===== config.mk =====
export PLATFORM = sky130hd
export DESIGN_NAME = mini_c_lexer
export DESIGN_NICKNAME = d
export VERILOG_FILES = /design/src/rtl/mcl_pkg.sv /design/src/rtl/mcl_tok_fifo.sv /design/src/rtl/mini_c_lexer.sv
export SDC_FILE = /design/constraint.sdc
export NUM_CORES = 1
export LEC_CHECK = 0
export BUFFER_PORTS_ARGS = -buffer_cell sky130_fd_sc_hd__buf_2
export CORE_UTILIZATION = 40
export CTS_BUF_LIST = sky130_fd_sc_hd__clkbuf_4
export DETAILED_ROUTE_END_ITERATION = 12
export PLACE_DENSITY_LB_ADDON = 0.08
export RECOVER_POWER = 50
export SLEW_MARGIN = 5
export SYNTH_ARGS = -nofsm -noshare
export SYNTH_HDL_FRONTEND = slang
export SYNTH_HIERARCHICAL = 1
export SYNTH_SLANG_ARGS = --single-unit

===== constraint.sdc =====
create_clock -name clk -period 5.37 [get_ports clk]
set_clock_uncertainty 0.1 [all_clocks]
set_input_delay 0 -clock clk [delete_from_list [all_inputs] [get_ports clk]]
set_output_delay 0 -clock clk [all_outputs]
set_load 0.01 [all_outputs]

===== src/rtl/mcl_pkg.sv =====
// ----------------------------------------------------------------------------
// mcl_pkg
// Types, codes and character helpers shared by the lexer and its token queue.
// ----------------------------------------------------------------------------
package mcl_pkg;

	localparam int FIFO_DEPTH = 4;
	localparam int PTR_BITS   = 2;
	localparam int CNT_BITS   = 3;
	localparam int NUM_KW     = 5;

	typedef enum logic [2:0] {
		MODE_IDLE   = 3'd0,
		MODE_IDENT  = 3'd1,
		MODE_NUMBER = 3'd2,
		MODE_ASSIGN = 3'd3,
		MODE_BANG   = 3'd4,
		MODE_GT     = 3'd5,
		MODE_LT     = 3'd6
	} mode_t;

	typedef enum logic [4:0] {
		K_INT       = 5'd0,
		K_IF        = 5'd1,
		K_ELSE      = 5'd2,
		K_WHILE     = 5'd3,
		K_RETURN    = 5'd4,
		K_IDENT     = 5'd5,
		K_NUMBER    = 5'd6,
		K_ASSIGN    = 5'd7,
		K_PLUS      = 5'd8,
		K_MINUS     = 5'd9,
		K_EQ        = 5'd10,
		K_NE        = 5'd11,
		K_LT        = 5'd12,
		K_LE        = 5'd13,
		K_GT        = 5'd14,
		K_GE        = 5'd15,
		K_LPAREN    = 5'd16,
		K_RPAREN    = 5'd17,
		K_LBRACE    = 5'd18,
		K_RBRACE    = 5'd19,
		K_SEMICOLON = 5'd20,
		K_ILLEGAL   = 5'd21
	} kind_t;

	typedef struct packed {
		kind_t       kind;
		logic [15:0] start;
		logic [5:0]  length;
		logic        sat;
		logic [7:0]  bad;
		logic        last;
	} tok_t;

	typedef struct packed {
		logic v;
		tok_t t;
	} cand_t;

	localparam logic [4:0] ALL_CANDIDATES = 5'h1F;

	function automatic logic is_letter(logic [7:0] c);
		return (c >= "a" && c <= "z") || (c >= "A" && c <= "Z") || c == "_";
	endfunction

	function automatic logic is_digit(logic [7:0] c);
		return c >= "0" && c <= "9";
	endfunction

	function automatic logic is_space(logic [7:0] c);
		return c == " " || (c >= 8'd9 && c <= 8'd13);
	endfunction

	function automatic logic [7:0] kw_len(logic [2:0] k);
		logic [7:0] r;
		unique case (k)
			3'd0:    r = 8'd3;
			3'd1:    r = 8'd2;
			3'd2:    r = 8'd4;
			3'd3:    r = 8'd5;
			3'd4:    r = 8'd6;
			default: r = 8'd0;
		endcase
		return r;
	endfunction

	function automatic logic [7:0] kw_char(logic [2:0] k, logic [2:0] i);
		logic [7:0] r;
		r = 8'd0;
		case (k)
			3'd0: case (i)
				3'd0: r = "i";
				3'd1: r = "n";
				3'd2: r = "t";
				default: r = 8'd0;
			endcase
			3'd1: case (i)
				3'd0: r = "i";
				3'd1: r = "f";
				default: r = 8'd0;
			endcase
			3'd2: case (i)
				3'd0: r = "e";
				3'd1: r = "l";
				3'd2: r = "s";
				3'd3: r = "e";
				default: r = 8'd0;
			endcase
			3'd3: case (i)
				3'd0: r = "w";
				3'd1: r = "h";
				3'd2: r = "i";
				3'd3: r = "l";
				3'd4: r = "e";
				default: r = 8'd0;
			endcase
			3'd4: case (i)
				3'd0: r = "r";
				3'd1: r = "e";
				3'd2: r = "t";
				3'd3: r = "u";
				3'd4: r = "r";
				3'd5: r = "n";
				default: r = 8'd0;
			endcase
			default: r = 8'd0;
		endcase
		return r;
	endfunction

	// bit k survives when keyword k has character c at offset idx
	function automatic logic [4:0] kw_mask(logic [7:0] c, logic [7:0] idx);
		logic [4:0] m;
		for (int k = 0; k < NUM_KW; k++) begin
			m[k] = (idx < kw_len(3'(k))) && (kw_char(3'(k), idx[2:0]) == c);
		end
		return m;
	endfunction

	function automatic kind_t single_kind(logic [7:0] c);
		kind_t r;
		case (c)
			"+":     r = K_PLUS;
			"-":     r = K_MINUS;
			"(":     r = K_LPAREN;
			")":     r = K_RPAREN;
			"{":     r = K_LBRACE;
			"}":     r = K_RBRACE;
			";":     r = K_SEMICOLON;
			default: r = K_ILLEGAL;
		endcase
		return r;
	endfunction

	// token left pending by a mode, if any
	function automatic cand_t flush_tok(mode_t m, logic [7:0] len, logic [15:0] start,
			logic ovf, logic [4:0] cands);
		cand_t r;
		r.v        = 1'b1;
		r.t.kind   = K_IDENT;
		r.t.start  = start;
		r.t.length = 6'd1;
		r.t.sat    = 1'b0;
		r.t.bad    = 8'd0;
		r.t.last   = 1'b0;
		case (m)
			MODE_IDENT: begin
				r.t.length = len[5:0];
				r.t.sat    = ovf;
				if (!ovf) begin
					for (int k = 0; k < NUM_KW; k++) begin
						if (cands[k] && len == kw_len(3'(k)))
							r.t.kind = kind_t'(5'(k));
					end
				end
			end
			MODE_NUMBER: begin
				r.t.kind   = K_NUMBER;
				r.t.length = len[5:0];
				r.t.sat    = ovf;
			end
			MODE_ASSIGN: r.t.kind = K_ASSIGN;
			MODE_BANG: begin
				r.t.kind = K_ILLEGAL;
				r.t.bad  = "!";
			end
			MODE_GT: r.t.kind = K_GT;
			MODE_LT: r.t.kind = K_LT;
			default: r.v = 1'b0;
		endcase
		return r;
	endfunction

endpackage


===== src/rtl/mcl_tok_fifo.sv =====
// ----------------------------------------------------------------------------
// mcl_tok_fifo
// Small token queue: takes up to two tokens per cycle, gives one per cycle while head_pop is high.
// ----------------------------------------------------------------------------
module mcl_tok_fifo (
	input  logic         clk,
	input  logic         arst_n,
	input  logic [1:0]   push_cnt,
	input  mcl_pkg::tok_t push_tok0,
	input  mcl_pkg::tok_t push_tok1,
	output logic         room2,
	output logic         head_valid,
	input  logic         head_pop,
	output mcl_pkg::tok_t head_tok
);

	mcl_pkg::tok_t mem_q [mcl_pkg::FIFO_DEPTH];
	logic [mcl_pkg::PTR_BITS-1:0] wr_ptr_q, rd_ptr_q, wr_ptr1;
	logic [mcl_pkg::CNT_BITS-1:0] count_q;
	logic pop;

	assign pop        = head_valid && head_pop;
	assign head_valid = count_q != '0;
	assign room2      = count_q <= mcl_pkg::CNT_BITS'(mcl_pkg::FIFO_DEPTH - 2);
	assign head_tok   = mem_q[rd_ptr_q];
	assign wr_ptr1    = wr_ptr_q + mcl_pkg::PTR_BITS'(1);

	always_ff @(posedge clk or negedge arst_n) begin
		if (!arst_n) begin
			wr_ptr_q <= '0;
			rd_ptr_q <= '0;
			count_q  <= '0;
		end else begin
			wr_ptr_q <= wr_ptr_q + mcl_pkg::PTR_BITS'(push_cnt);
			if (pop)
				rd_ptr_q <= rd_ptr_q + mcl_pkg::PTR_BITS'(1);
			count_q <= count_q + mcl_pkg::CNT_BITS'(push_cnt) - mcl_pkg::CNT_BITS'(pop);
		end
	end

	always_ff @(posedge clk) begin
		if (push_cnt != 2'd0)
			mem_q[wr_ptr_q] <= push_tok0;
		if (push_cnt == 2'd2)
			mem_q[wr_ptr1] <= push_tok1;
	end

endmodule


===== src/rtl/mini_c_lexer.sv =====
// ----------------------------------------------------------------------------
// mini_c_lexer
// Streaming lexer for a small C subset, one character per beat.
// ----------------------------------------------------------------------------
// A token enters the 4-entry token queue on the beat that ends it and leaves
// from its head. Throughput: one character per cycle while in_ready is high; the
// tokens of a two-token beat drain through the single-token output port.
// Reset: asynchronous, lexer idle at offset 0, token queue empty.
module mini_c_lexer #(
	parameter int MAX_TOKEN_LEN = 63,
	parameter int POSITION_BITS = 16
) (
	input  logic        clk,
	input  logic        arst_n,
	input  logic        in_valid,
	output logic        in_ready,
	input  logic [7:0]  char_code,
	input  logic        end_of_input,
	output logic        out_valid,
	input  logic        out_ready,
	output logic [4:0]  token_kind,
	output logic [15:0] token_start,
	output logic [5:0]  token_length,
	output logic        length_saturated,
	output logic [7:0]  illegal_char,
	output logic        last_of_run
);

	localparam int LEN_BITS = $clog2(MAX_TOKEN_LEN + 1);

	mcl_pkg::mode_t mode_q, mode_n;
	logic [LEN_BITS-1:0]      run_len_q, run_len_n;
	logic [15:0]              run_start_q, run_start_n;
	logic [POSITION_BITS-1:0] pos_q, pos_n;
	logic [4:0]               cands_q, cands_n;
	logic                     ovf_q, ovf_n;

	logic        accept, brk, strt;
	logic [31:0] pos_ext;
	logic [15:0] pos16;
	logic [7:0]  c;
	mcl_pkg::cand_t a, b, e, r0, r1;
	logic [1:0]  push_cnt;
	mcl_pkg::tok_t head_tok;

	assign accept  = in_valid && in_ready;
	assign c       = char_code;
	assign pos_ext = 32'(pos_q);
	assign pos16   = pos_ext[15:0];

	always_comb begin
		mode_n      = mode_q;
		run_len_n   = run_len_q;
		run_start_n = run_start_q;
		cands_n     = cands_q;
		ovf_n       = ovf_q;
		brk         = 1'b0;
		strt        = 1'b0;
		a           = '0;
		b           = '0;

		case (mode_q) inside
			mcl_pkg::MODE_IDENT: begin
				if (mcl_pkg::is_letter(c) || mcl_pkg::is_digit(c)) begin
					cands_n = cands_q & mcl_pkg::kw_mask(c, 8'(run_len_q));
					if (run_len_q < LEN_BITS'(MAX_TOKEN_LEN))
						run_len_n = run_len_q + LEN_BITS'(1);
					else
						ovf_n = 1'b1;
				end else begin
					brk = 1'b1;
				end
			end
			mcl_pkg::MODE_NUMBER: begin
				if (mcl_pkg::is_digit(c)) begin
					if (run_len_q < LEN_BITS'(MAX_TOKEN_LEN))
						run_len_n = run_len_q + LEN_BITS'(1);
					else
						ovf_n = 1'b1;
				end else begin
					brk = 1'b1;
				end
			end
			mcl_pkg::MODE_ASSIGN, mcl_pkg::MODE_BANG, mcl_pkg::MODE_GT,
			mcl_pkg::MODE_LT: begin
				if (c == "=") begin
					a.v        = 1'b1;
					a.t.start  = run_start_q;
					a.t.length = 6'd2;
					case (mode_q)
						mcl_pkg::MODE_ASSIGN: a.t.kind = mcl_pkg::K_EQ;
						mcl_pkg::MODE_BANG:   a.t.kind = mcl_pkg::K_NE;
						mcl_pkg::MODE_GT:     a.t.kind = mcl_pkg::K_GE;
						default:              a.t.kind = mcl_pkg::K_LE;
					endcase
					mode_n = mcl_pkg::MODE_IDLE;
				end else begin
					brk = 1'b1;
				end
			end
			default: strt = 1'b1;
		endcase

		if (brk) begin
			a    = mcl_pkg::flush_tok(mode_q, 8'(run_len_q), run_start_q, ovf_q, cands_q);
			strt = 1'b1;
		end

		if (strt) begin
			mode_n = mcl_pkg::MODE_IDLE;
			if (!mcl_pkg::is_space(c)) begin
				if (mcl_pkg::is_letter(c) || mcl_pkg::is_digit(c) || c == "=" ||
						c == "!" || c == ">" || c == "<") begin
					run_start_n = pos16;
					run_len_n   = LEN_BITS'(1);
					ovf_n       = 1'b0;
					cands_n     = mcl_pkg::ALL_CANDIDATES;
					if (mcl_pkg::is_letter(c)) begin
						mode_n  = mcl_pkg::MODE_IDENT;
						cands_n = mcl_pkg::ALL_CANDIDATES & mcl_pkg::kw_mask(c, 8'd0);
					end else if (mcl_pkg::is_digit(c))
						mode_n = mcl_pkg::MODE_NUMBER;
					else if (c == "=")
						mode_n = mcl_pkg::MODE_ASSIGN;
					else if (c == "!")
						mode_n = mcl_pkg::MODE_BANG;
					else if (c == ">")
						mode_n = mcl_pkg::MODE_GT;
					else
						mode_n = mcl_pkg::MODE_LT;
				end else begin
					b.v        = 1'b1;
					b.t.kind   = mcl_pkg::single_kind(c);
					b.t.start  = pos16;
					b.t.length = 6'd1;
					b.t.bad    = (b.t.kind == mcl_pkg::K_ILLEGAL) ? c : 8'd0;
				end
			end
		end

		// end of input flushes whatever the character left pending
		e = mcl_pkg::flush_tok(mode_n, 8'(run_len_n), run_start_n, ovf_n, cands_n);
		if (end_of_input) begin
			mode_n = mcl_pkg::MODE_IDLE;
			pos_n  = '0;
		end else begin
			e.v   = 1'b0;
			pos_n = pos_q + POSITION_BITS'(1);
		end

		// pack the valid candidates in order; at most two are ever valid
		r0 = a.v ? a : (b.v ? b : e);
		if (a.v)
			r1 = b.v ? b : e;
		else if (b.v)
			r1 = e;
		else
			r1 = '0;
		if (r1.v)
			r1.t.last = 1'b1;
		else
			r0.t.last = 1'b1;
		push_cnt = accept ? (2'(r0.v) + 2'(r1.v)) : 2'd0;
	end

	always_ff @(posedge clk or negedge arst_n) begin
		if (!arst_n) begin
			mode_q      <= mcl_pkg::MODE_IDLE;
			run_len_q   <= '0;
			run_start_q <= '0;
			pos_q       <= '0;
			cands_q     <= mcl_pkg::ALL_CANDIDATES;
			ovf_q       <= 1'b0;
		end else if (accept) begin
			mode_q      <= mode_n;
			run_len_q   <= run_len_n;
			run_start_q <= run_start_n;
			pos_q       <= pos_n;
			cands_q     <= cands_n;
			ovf_q       <= ovf_n;
		end
	end

	mcl_tok_fifo u_fifo (
		.clk        (clk),
		.arst_n     (arst_n),
		.push_cnt   (push_cnt),
		.push_tok0  (r0.t),
		.push_tok1  (r1.t),
		.room2      (in_ready),
		.head_valid (out_valid),
		.head_pop   (out_ready),
		.head_tok   (head_tok)
	);

	assign token_kind       = head_tok.kind;
	assign token_start      = head_tok.start;
	assign token_length     = head_tok.length;
	assign length_saturated = head_tok.sat;
	assign illegal_char     = head_tok.bad;
	assign last_of_run      = head_tok.last;

endmodule

# After elaboration in Yosys (flattened, before gate mapping)
# Memories as Yosys holds them, arrays and structs flattened.
# Cells that the tools add are included.
[totals] register_bits=54 mem_bits_rw=148 input_bits=13 out_inout_bits=39 word_cells=318 memories=1
[op_classes] n_addsub=8 order_cmp=20 n_eq_ne=51 n_mux=184 bitwise=1 n_reduce_logical=44
[memory_table] name="u_fifo.mem_q" words=4 width=37 read_ports=1 rd_ports_with_merged_regs=0 write_ports=2 line="mcl_tok_fifo.sv:17" rtl="mcl_pkg::tok_t mem_q [mcl_pkg::FIFO_DEPTH];"
[op_table] operator="two-way mux 8 bit" count=85
[op_table] operator="two-way mux 28 bit" count=7
[op_table] operator="two-way mux 38 bit" count=5
[op_table] operator="two-way mux 5 bit" count=19
[op_table] operator="== test 6 x 8 -> 1 bit" count=10
[op_table] operator="== test 8 x 6 -> 1 bit, second input constant" count=10
[op_table] operator="== test 8 bit" count=9
[op_table] operator="case mux 7 bit (5 select lines)" count=2
[op_table] operator="two-way mux 16 bit" count=4
[op_table] operator="two-way mux 6 bit" count=10
[op_table] operator="case mux 5 bit (6 select lines)" count=2
[op_table] operator="case mux 7 bit (3 select lines)" count=2
[op_table] operator="< comparator 1 x 8 -> 1 bit, first input constant" count=5
[op_table] operator="< comparator 6 x 8 -> 1 bit" count=5
[op_table] operator="two-way mux 3 bit" count=13
[op_table] operator="case mux 5 bit (7 select lines)" count=1
[op_table] operator="two-way mux 1 bit" count=27
[op_table] operator="logical AND 1 bit" count=26
[op_table] operator="== test 3 bit, second input constant" count=8
[op_table] operator="== test 8 x 7 -> 1 bit, second input constant" count=3
[op_table] operator="== test 3 x 2 -> 1 bit, second input constant" count=6
[op_table] operator="adder 16 x 1 -> 16 bit, second input constant" count=1
[op_table] operator="greater-or-equal comparator 8 x 7 -> 1 bit, second input constant" count=2
[op_table] operator="less-or-equal comparator 8 x 7 -> 1 bit, second input constant" count=2
[op_table] operator="other kinds (27)" count=44

# Logic depth before layout (Yosys ltp)
# Gate-level depths: netlist (run 1).
[depth] depth_word=33 mapped_depth=19 depth_no_buf=15

# Cells and area by module
# Netlist (run 1), hierarchy kept.
[by_module_without_submodules] mod="mcl_tok_fifo" n_inst=1 cells_each=398 area_per_inst_um2=7927.6 seq_area_each_um2=4619.4
[by_module_without_submodules] mod="mini_c_lexer" n_inst=1 cells_each=637 area_per_inst_um2=4969.8 seq_area_each_um2=1182.4

# Worst setup path after synthesis (run 1)
# No wires, ideal clock.
[synth_timing] path_type="input-to-reg" start="input port char_code[3]" end="memory u_fifo/mem_q[0][0] (netlist bit), enable pin" setup_time_ps=483 t_arrival_ps=5177 required_ps=4787 slack_ps=-390 path_stages=12 path_buffers=2 path_cell_list="buf_2 -> or4_4 -> a21o_2 -> a21oi_1 -> o211a_1 -> nor2_1 -> clkbuf_1 -> a21oi_1 -> ha_1 -> and3_1 -> o21bai_1 -> o21ai_0"
[synth_lines] element="start: declaration" line="mini_c_lexer.sv:17" rtl="input logic [7:0] char_code,"
[synth_lines] element="end: declaration" line="mcl_tok_fifo.sv:17"

==> metrics.log, run 1 <==
[metrics] endpoints failing setup: 0
[metrics] final core area utilization: 45.20%
[metrics] Final Slew Violations: between 80 and 90
[metrics] wire length reported by the detailed router: ~34000 um
[metrics] vias in the first global route: between 9000 and 10000
[metrics] minimum clock period after layout: about 5.0 ns
[metrics] overall track demand over capacity in global routing: between 20% and 30%
[metrics] Relative slew margins: -115.6%
[metrics] Ys Warns: 6
[metrics] DRC marker count from the first detailed-route iteration: approximately 450
[metrics] leakage dissipation: 0.005465 uW
[metrics] Post CTS Setup Buffer Count: 0
[metrics] number of synthesized flops with an enable pin: 148
[metrics] Tightest Hold Check Type: in -> reg
[metrics] hold worst-path end: u_fifo/mem_q[3][7]
[metrics] layout cell share with drive strength beyond 1: approximately 29%
[metrics] most frequently used cell type in the post-synthesis netlist: edfxtp_1
[metrics] post-route fraction of the period consumed by the critical path: around 93%
[metrics] area of all sequential standard cells: slightly below 6000 um^2
[metrics] Core Rows: between 60 and 70
[metrics] die span in x: 181.6 um
[metrics] max-cap violation count: 2
[metrics] dominant synthesized flop cell: edfxtp_1
[metrics] Fin. Hold Viols: 0
[metrics] Worst Path Arrival: 5.32 ns
[metrics] Boundary Pins: 52
[metrics] final sum of negative setup slack: 0 ns
[metrics] average wire length per cell after detail routing: 21.26 um
[metrics] number of antenna violations at the first check in global routing: 1
[metrics] Hold Path Origin: char_code[6]
[metrics] RSZ-0062 raised after global routing: false
[metrics] count of vias placed by the detailed router: a little under 9000
[metrics] number of cells on the worst reg-to-reg path: 13
[metrics] synthesized area per cell: about 12 um^2
[metrics] gp weighted congestion: 0.9165
[metrics] outcome: finished, violations left
[metrics] chip height: 181.6 um
[metrics] number of I/O port buffers: between 50 and 60
[metrics] Clk pin slew, worst setup/hold paths: around 0.06 ns
[metrics] class of the most critical setup path: in -> reg
[metrics] wire length of the first global-routing pass: 53330 um
[metrics] portion of synthesized cell area occupied by the leading cell type: between 30% and 40%
[metrics] top post-synthesis cells by area: edfxtp_1 (34%), dfrtp_1 (9.5%), mux2_4 (9.3%), mux4_2 (6.5%), mux2_2 (6.4%)
[metrics] number of synthesized register bits: ~200
[metrics] startpoint of the most critical register-to-register path: mode_q[0]
[metrics] list of most frequent post-synthesis cells: edfxtp_1 (148), mux2_4 (80), nor2_1 (75)
[metrics] placeable core region: between 30000 and 40000 um^2
[metrics] CTS H-Tree Depth: 2
[metrics] Worst Path Required: about 5.7 ns
[metrics] post-route cell area: between 10000 and 15000 um^2
[metrics] share of synthesized flip-flops with an asynchronous set or reset: about a quarter
[metrics] post-synthesis instance total: between 1000 and 1500
[metrics] Inserted Clock Buffers: 57
[metrics] Hold Crit Depth: 3
[metrics] IR drop worst, VDD: about 150 uV
[metrics] power per cell area: slightly above 400 nW/um^2
[metrics] buffer levels on the longest clock path: 3
[metrics] area of the multi-input gates: 6535 um^2
[metrics] DRC violation count after routing: 0
[metrics] global route total overflow: 0
[metrics] number of cells in the design after placement: 1470
[metrics] netlist area before placement: ~13000 um^2
[metrics] fill cell count: 3000
[metrics] Pre-Repair DR Iteration Count: 4
[metrics] placed wire-length estimate after detailed placement: 22060 um
[metrics] Die ar.: roughly 33000 um^2
[metrics] count of nets left with antenna violations after detail routing: 0
[metrics] type of element capturing the critical path: flop
[metrics] maximum number of pins on one net before global-route repair: between 50 and 60
[metrics] count of cell types in the netlist: 99
[metrics] Max Fanout on Critical Path: 28
[metrics] final non-filler cell total: 1590
[metrics] final net count: between 1000 and 1500
[metrics] worst slew pin tran: 3.234 ns
[metrics] CTS sink cnt: 202
[metrics] layout-stage area growth over the synthesis result: 10.88%
[metrics] via-per-instance ratio: ~5.6
[metrics] clock root cell: clkbuf_4
[metrics] cell taking the most area after synthesis: edfxtp_1
[metrics] register-to-register setup slack: about 0.5 ns
[metrics] worst reg2reg endpoint: u_fifo/mem_q[0][8]
[metrics] Setup crit start kind: input pin
[metrics] placed instance area: about 14000 um^2
[metrics] violations in the final reports: capacitance limit, slew limit
[metrics] clock tree from TritonCTS: done
[metrics] initial standard-cell utilization of the core: between 40% and 50%
[metrics] Max Clock Freq: between 200 and 250 MHz
[metrics] later-pin clock latency in the skew report: ~0.7 ns
[metrics] register area share after synthesis: around 45%
## state kept, by name (all words and copies together) (netlist names)
signal,cells
cands_q,5
u_fifo/wr_ptr_q,2
u_fifo/count_q,3
ovf_q,1
u_fifo/mem_q,148
mode_q,3
run_len_q,6
pos16,16
run_start_q,16
u_fifo/rd_ptr_q,2
## layout make-up
cell class / count / area share [%]
tap: 402 / 3.517
inverter: 23 / 0.6037
clock inverter: 14 / 0.5337
timing repair buffer: 100 / 4.173
sequential: 202 / 40.58
multi-input combinational: 755 / 45.70
antenna: 1 / 0.01750
clock buffer: 93 / 4.882
## kinds of logic (layout without fill, tap and decap cells)
logic type | count (synthesis) | in the layout | share of synthesized area, %
xor+xnor | 25 | 25 | 1.698
compound gates | 173 | 173 | 9.896
mux | 243 | 243 | 26.59
buf+inv | 101 | 230 | 4.288
simple gates | 276 | 276 | 11.12
fa+ha+maj | 14 | 14 | 1.397
flops | 202 | 202 | 44.98
other cells | 1 | 25 | 0.02908
## timing repair
item,in CTS,in global routing
hold endpoints to repair,103,0
hold buffers,12,0
resized for setup,0,0
## power by group
group | total (uW) | switching, uW | internal (uW)
registers | 2200 | 186 | 2010
clock network | 1460 | 676 | 787
logic | 2200 | 1220 | 974
## per-layer routing
| metal | track usage (%) | routed length, um | vias to the layer above |
|---|---|---|---|
| met3 | 3.309 | 1435 | 51 |
| met1 | 29.65 | 16270 | 4447 |
| met4 | 5.695 | 588 | 0 |
| li1 | - | - | 4199 |
| met5 | 0 | 0 | - |
| met2 | 33.43 | 15510 | 215 |
## layout by cell type, fill, tap and decap left out, types with 4 or more instances in the layout
| cell | count |
|---|---|
| mux2_1 | 57 |
| o31ai_1 | 5 |
| conb_1 | 24 |
| clkbuf_1 | 45 |
| mux4_2 | 37 |
| and3_1 | 24 |
| mux2_4 | 57 |
| mux2_2 | 73 |
| xor2_1 | 13 |
| o21ai_0 | 41 |
| nand3_1 | 29 |
| mux2i_1 | 19 |
| clkinv_1 | 10 |
| a211oi_1 | 4 |
| and2_1 | 6 |
| nand2_1 | 59 |
| nor2_1 | 73 |
| a31oi_1 | 10 |
| o211ai_1 | 5 |
| nand2b_1 | 10 |
| clkbuf_4 | 93 |
| or3_1 | 6 |
| nor4_1 | 5 |
| nor3_1 | 14 |
| ha_1 | 12 |
| dlygate4sd3_1 | 12 |
| xnor2_1 | 12 |
| a22o_1 | 7 |
| dfstp_2 | 5 |
| a21o_1 | 4 |
| inv_1 | 23 |
| nand3b_1 | 4 |
| a21oi_1 | 32 |
| nand4_1 | 7 |
| a22oi_1 | 4 |
| dfrtp_1 | 48 |
| nor2b_1 | 10 |
| edfxtp_1 | 148 |
| buf_4 | 25 |
| buf_2 | 13 |
## worst max path at each step
stage | from | to | cells after the start
after CTS | char_code[7] | u_fifo/mem_q[1][31] | 17
after global placement | mode_q[0] | u_fifo/mem_q[1][30] | 12
final | char_code[7] | u_fifo/mem_q[0][8] | 18
after global routing | char_code[7] | u_fifo/mem_q[0][7] | 18
after detailed placement | mode_q[0] | u_fifo/mem_q[3][10] | 12
after floorplan | char_code[3] | u_fifo/mem_q[2][0] | 12
## worst max-delay path, cell delays in order
cell and delay (ns):
dlygate4sd3_1 0.53, clkbuf_1 0.19, nor3b_1 0.21, dlygate4sd3_1 0.57, buf_4 0.14, o21ai_0 0.08
dlygate4sd3_1 0.58, buf_4 0.17, and3_1 0.15, nand3_1 0.08, nand2_1 0.08, a21oi_1 0.42
ha_1 0.20, and3_1 0.17, clkbuf_1 0.34, nand4b_1 0.24, buf_2 0.71, mux2_2 0.42
## metrics by stage
step	setup slack, ns	hold slack, ns	power, uW
5_1_grt	0.08321	0.08743	6248
4_1_cts	0.5615	0.01822	6027
3_5_place_dp	0.6389	0.1080	4516
6_report	0.3925	0.09532	5861
2_1_floorplan	0.5310	-0.3956	3812
3_3_place_gp	0.7724	0.1070	4501
Power figures use the tool's default switching activity.
==> run 2, diff against run 1 <==
--- a/config.mk
+++ b/config.mk
@@ -11,6 +11,7 @@
 export DETAILED_ROUTE_END_ITERATION = 12
 export PLACE_DENSITY_LB_ADDON = 0.08
 export RECOVER_POWER = 50
+export REMOVE_ABC_BUFFERS = 1
 export SLEW_MARGIN = 5
 export SYNTH_ARGS = -nofsm -noshare
 export SYNTH_HDL_FRONTEND = slang
==> run 2 against run 1 <==
Against the previous run: highest routed layer is now met5; total power decreased by 0.66%; register-to-register slack improved by 0.09 ns; final area decreased by 0.14%; flip-flop and latch count unchanged; count of clock-buffer cells in the layout decreased by 4; the flow still finishes with violations (capacitance limit, slew limit); hold slack got worse by 0.011 ns; critical path type is now reg -> reg.
==> metrics.log, run 2 (synthesized netlist as in run 1, its figures left out) <==
[metrics] global route total overflow: 0 (unchanged)
[metrics] Clk pin slew, worst setup/hold paths: 0.09 ns (+0.03 ns)
[metrics] via-per-instance ratio: 5.631 (+0.46%)
[metrics] chip height: 181.6 um (unchanged)
[metrics] overall track demand over capacity in global routing: 21.05% (+0.051 points)
[metrics] layout-stage area growth over the synthesis result: 10.73%
[metrics] Internal Pwr Total: 3751 uW (-0.68%)
[metrics] CTS H-Tree Depth: 2 (unchanged)
[metrics] clock power share: 25.0% (about the same)
[metrics] leading cell type in the layout, fill and taps excluded: edfxtp_1
[metrics] layout cell share with drive strength beyond 1: 28.56% (-0.084 points)
[metrics] later-pin clock latency in the skew report: 0.67 ns (-0.05 ns)
[metrics] Final Power: 5822 uW (-0.66%)
[metrics] area of the multi-input gates: 6543 um^2 (+0.11%)
[metrics] startpoint of the most critical register-to-register path: mode_q[1]
[metrics] Most flops, register: u_fifo/mem_q
[metrics] wire length reported by the detailed router: 34040 um (+0.70%)
[metrics] area of all sequential standard cells: 5804 um^2 (about the same)
[metrics] Relative slew margins: -108.3% (+7.2 points)
[metrics] maximum number of pins on one net before global-route repair: 55 (unchanged)
[metrics] gp weighted congestion: 0.8690 (-5.2%)
[metrics] Critical Path Source: mode_q[1]
[metrics] number of I/O port buffers: 51 (unchanged)
[metrics] Fin. Hold Viols: 0 (unchanged)
[metrics] share of total power in sequential cells: 37.6% (about the same)
[metrics] number of flip-flops in the largest register: 148 (unchanged)
[metrics] Boundary Pins: 52 (unchanged)
[metrics] power per cell area: 407.7 nW/um^2 (-0.52%)
[metrics] buffer levels on the longest clock path: 3 (unchanged)
[metrics] CTS sink cnt: 202 (unchanged)
[metrics] initial standard-cell utilization of the core: 40.77% (unchanged)
[metrics] type of element capturing the critical path: flop
[metrics] leakage dissipation: 0.005414 uW (-0.93%)
[metrics] class of the most critical setup path: reg -> reg
[metrics] count of nets left with antenna violations after detail routing: 0 (unchanged)
[metrics] Die ar.: 32970 um^2 (unchanged)
[metrics] outcome: finished, violations left
[metrics] final core area utilization: 45.14% (-0.063 points)
[metrics] commonest cells after routing, fill and taps aside: edfxtp_1 (148), clkbuf_4 (89), nor2_1 (73)
[metrics] Post CTS Setup Buffer Count: 0 (unchanged)
[metrics] Final Slew Violations: 55 (-38%)
[metrics] Core Rows: 65 (unchanged)
[metrics] DRC violation count after routing: 0 (unchanged)
[metrics] PnR worst setup slack: 0.5902 ns (+0.1976 ns)
[metrics] DRC marker count from the first detailed-route iteration: 610 (+35%)
[metrics] Tightest Hold Check Type: in -> reg
[metrics] fill cell count: 3025 (+0.83%)
[metrics] vias in the first global route: 8975 (-1.8%)
[metrics] number of antenna violations at the first check in global routing: 2 (+1)
[metrics] Setup crit start kind: flop
[metrics] Place WS: 0.5093 ns (-0.1296 ns)
[metrics] Inserted Clock Buffers: 55 (-3.5%)
[metrics] count of vias placed by the detailed router: 8914 (+0.022%)
[metrics] worst slew pin tran: 3.125 ns (-0.1086 ns)
[metrics] Worst Path Arrival: 5.09 ns (-0.23 ns)
[metrics] final sum of negative setup slack: 0 ns (unchanged)
[metrics] IR drop worst, VDD: 194.2 uV (+31%)
[metrics] worst slack on hold paths: 0.08469 ns (-0.01063 ns)
[metrics] average wire length per cell after detail routing: 21.50 um (+1.1%)
[metrics] Max Clock Freq: 209.2 MHz (+4.1%)
[metrics] violations in the final reports: capacitance limit, slew limit
[metrics] Max Fanout on Critical Path: 19 (-32%)
[metrics] die span in x: 181.6 um (unchanged)
[metrics] wire length of the first global-routing pass: 53350 um (about the same)
[metrics] placeable core region: 31640 um^2 (unchanged)
[metrics] final net count: 1163 (-0.17%)
[metrics] post-route fraction of the period consumed by the critical path: 89.01% (-3.7 points)
[metrics] Hold Path Origin: char_code[4]
[metrics] Worst Path Required: 5.68 ns (-0.03 ns)
[metrics] switching power: 2071 uW (-0.63%)
[metrics] minimum clock period after layout: 4.780 ns (-0.1976 ns)
[metrics] Sw Ratio: 35.57% (about the same)
[metrics] clock root cell: clkbuf_4
[metrics] endpoints failing setup: 0 (unchanged)
[metrics] clock tree from TritonCTS: done
[metrics] max-cap violation count: 1 (-1)
[metrics] logic gate share of total power: 37.4% (about the same)
[metrics] placed wire-length estimate after detailed placement: 22560 um (+2.3%)
[metrics] Pre-Repair DR Iteration Count: 5 (+1)
[metrics] RSZ-0062 raised after global routing: false
run 2: path summary, 6_finish.rpt:
kind | endpoint | slack (ns) | cells after the start
hold reg to reg | u_fifo/rd_ptr_q[1] | 0.36 | 1
hold / removal | u_fifo/mem_q[0][5] | 0.08 | 3
setup / recovery | u_fifo/mem_q[1][0] | 0.59 | 12
setup reg to reg | u_fifo/mem_q[1][0] | 0.59 | 12
max in group asynchronous | u_fifo/rd_ptr_q[1] | 1.75 | 4
min in group asynchronous | run_start_q[1] | 1.41 | 4
run 2: per-stage QoR:
step                      instance area, um^2  instances
after floorplan                         12520        980
after global placement                  13640       1472
after detailed placement                13640       1472
after CTS                               14490       1582
after global routing                    14280       1583
final                                   14280       1583
run 2: power groups by stage:
stage / sequential, uW / combinational, uW / clock, uW
6_report: 2190 / 2180 / 1450
5_1_grt: 2230 / 2390 / 1580
4_1_cts: 2200 / 2320 / 1500
3_5_place_dp: 2230 / 2290 / 0
3_3_place_gp: 2220 / 2300 / 0
2_1_floorplan: 2270 / 1470 / 0
run 2: layer usage:
layer,share of wire (%),track usage [%],up-vias
met5,0.038,0,-
met4,2.5,6.780,2
met3,4.4,3.349,61
met2,45,32.62,228
met1,48,30.04,4422
li1,-,-,4201
run 2: layout make-up:
type | count | share of cell area (%)
antenna | 1 | 0.01752
clock buffer | 89 | 4.678
clock inverter | 11 | 0.5344
inverter | 23 | 0.6045
multi-input combinational | 755 | 45.81
sequential | 202 | 40.64
tap | 402 | 3.522
timing repair buffer | 100 | 4.188
run 2: worst max-delay path, stage by stage, from the launching register on:
cell and delay, ns:
dfrtp_1 0.68, nand2_1 0.30, o21ai_0 0.36, a211oi_2 0.18, a22o_1 0.28, nand3_1 0.11, nand2_1 0.07, a21oi_1 0.36
ha_1 0.30, and3_1 0.24, nor4b_1 0.48, clkbuf_1 0.64, mux2_1 0.41
run 2: timing repair:
action | CTS | global route
resized for setup | 0 | 0
hold buffers | 10 | 0
endpoints found under the hold margin | 103 | 0
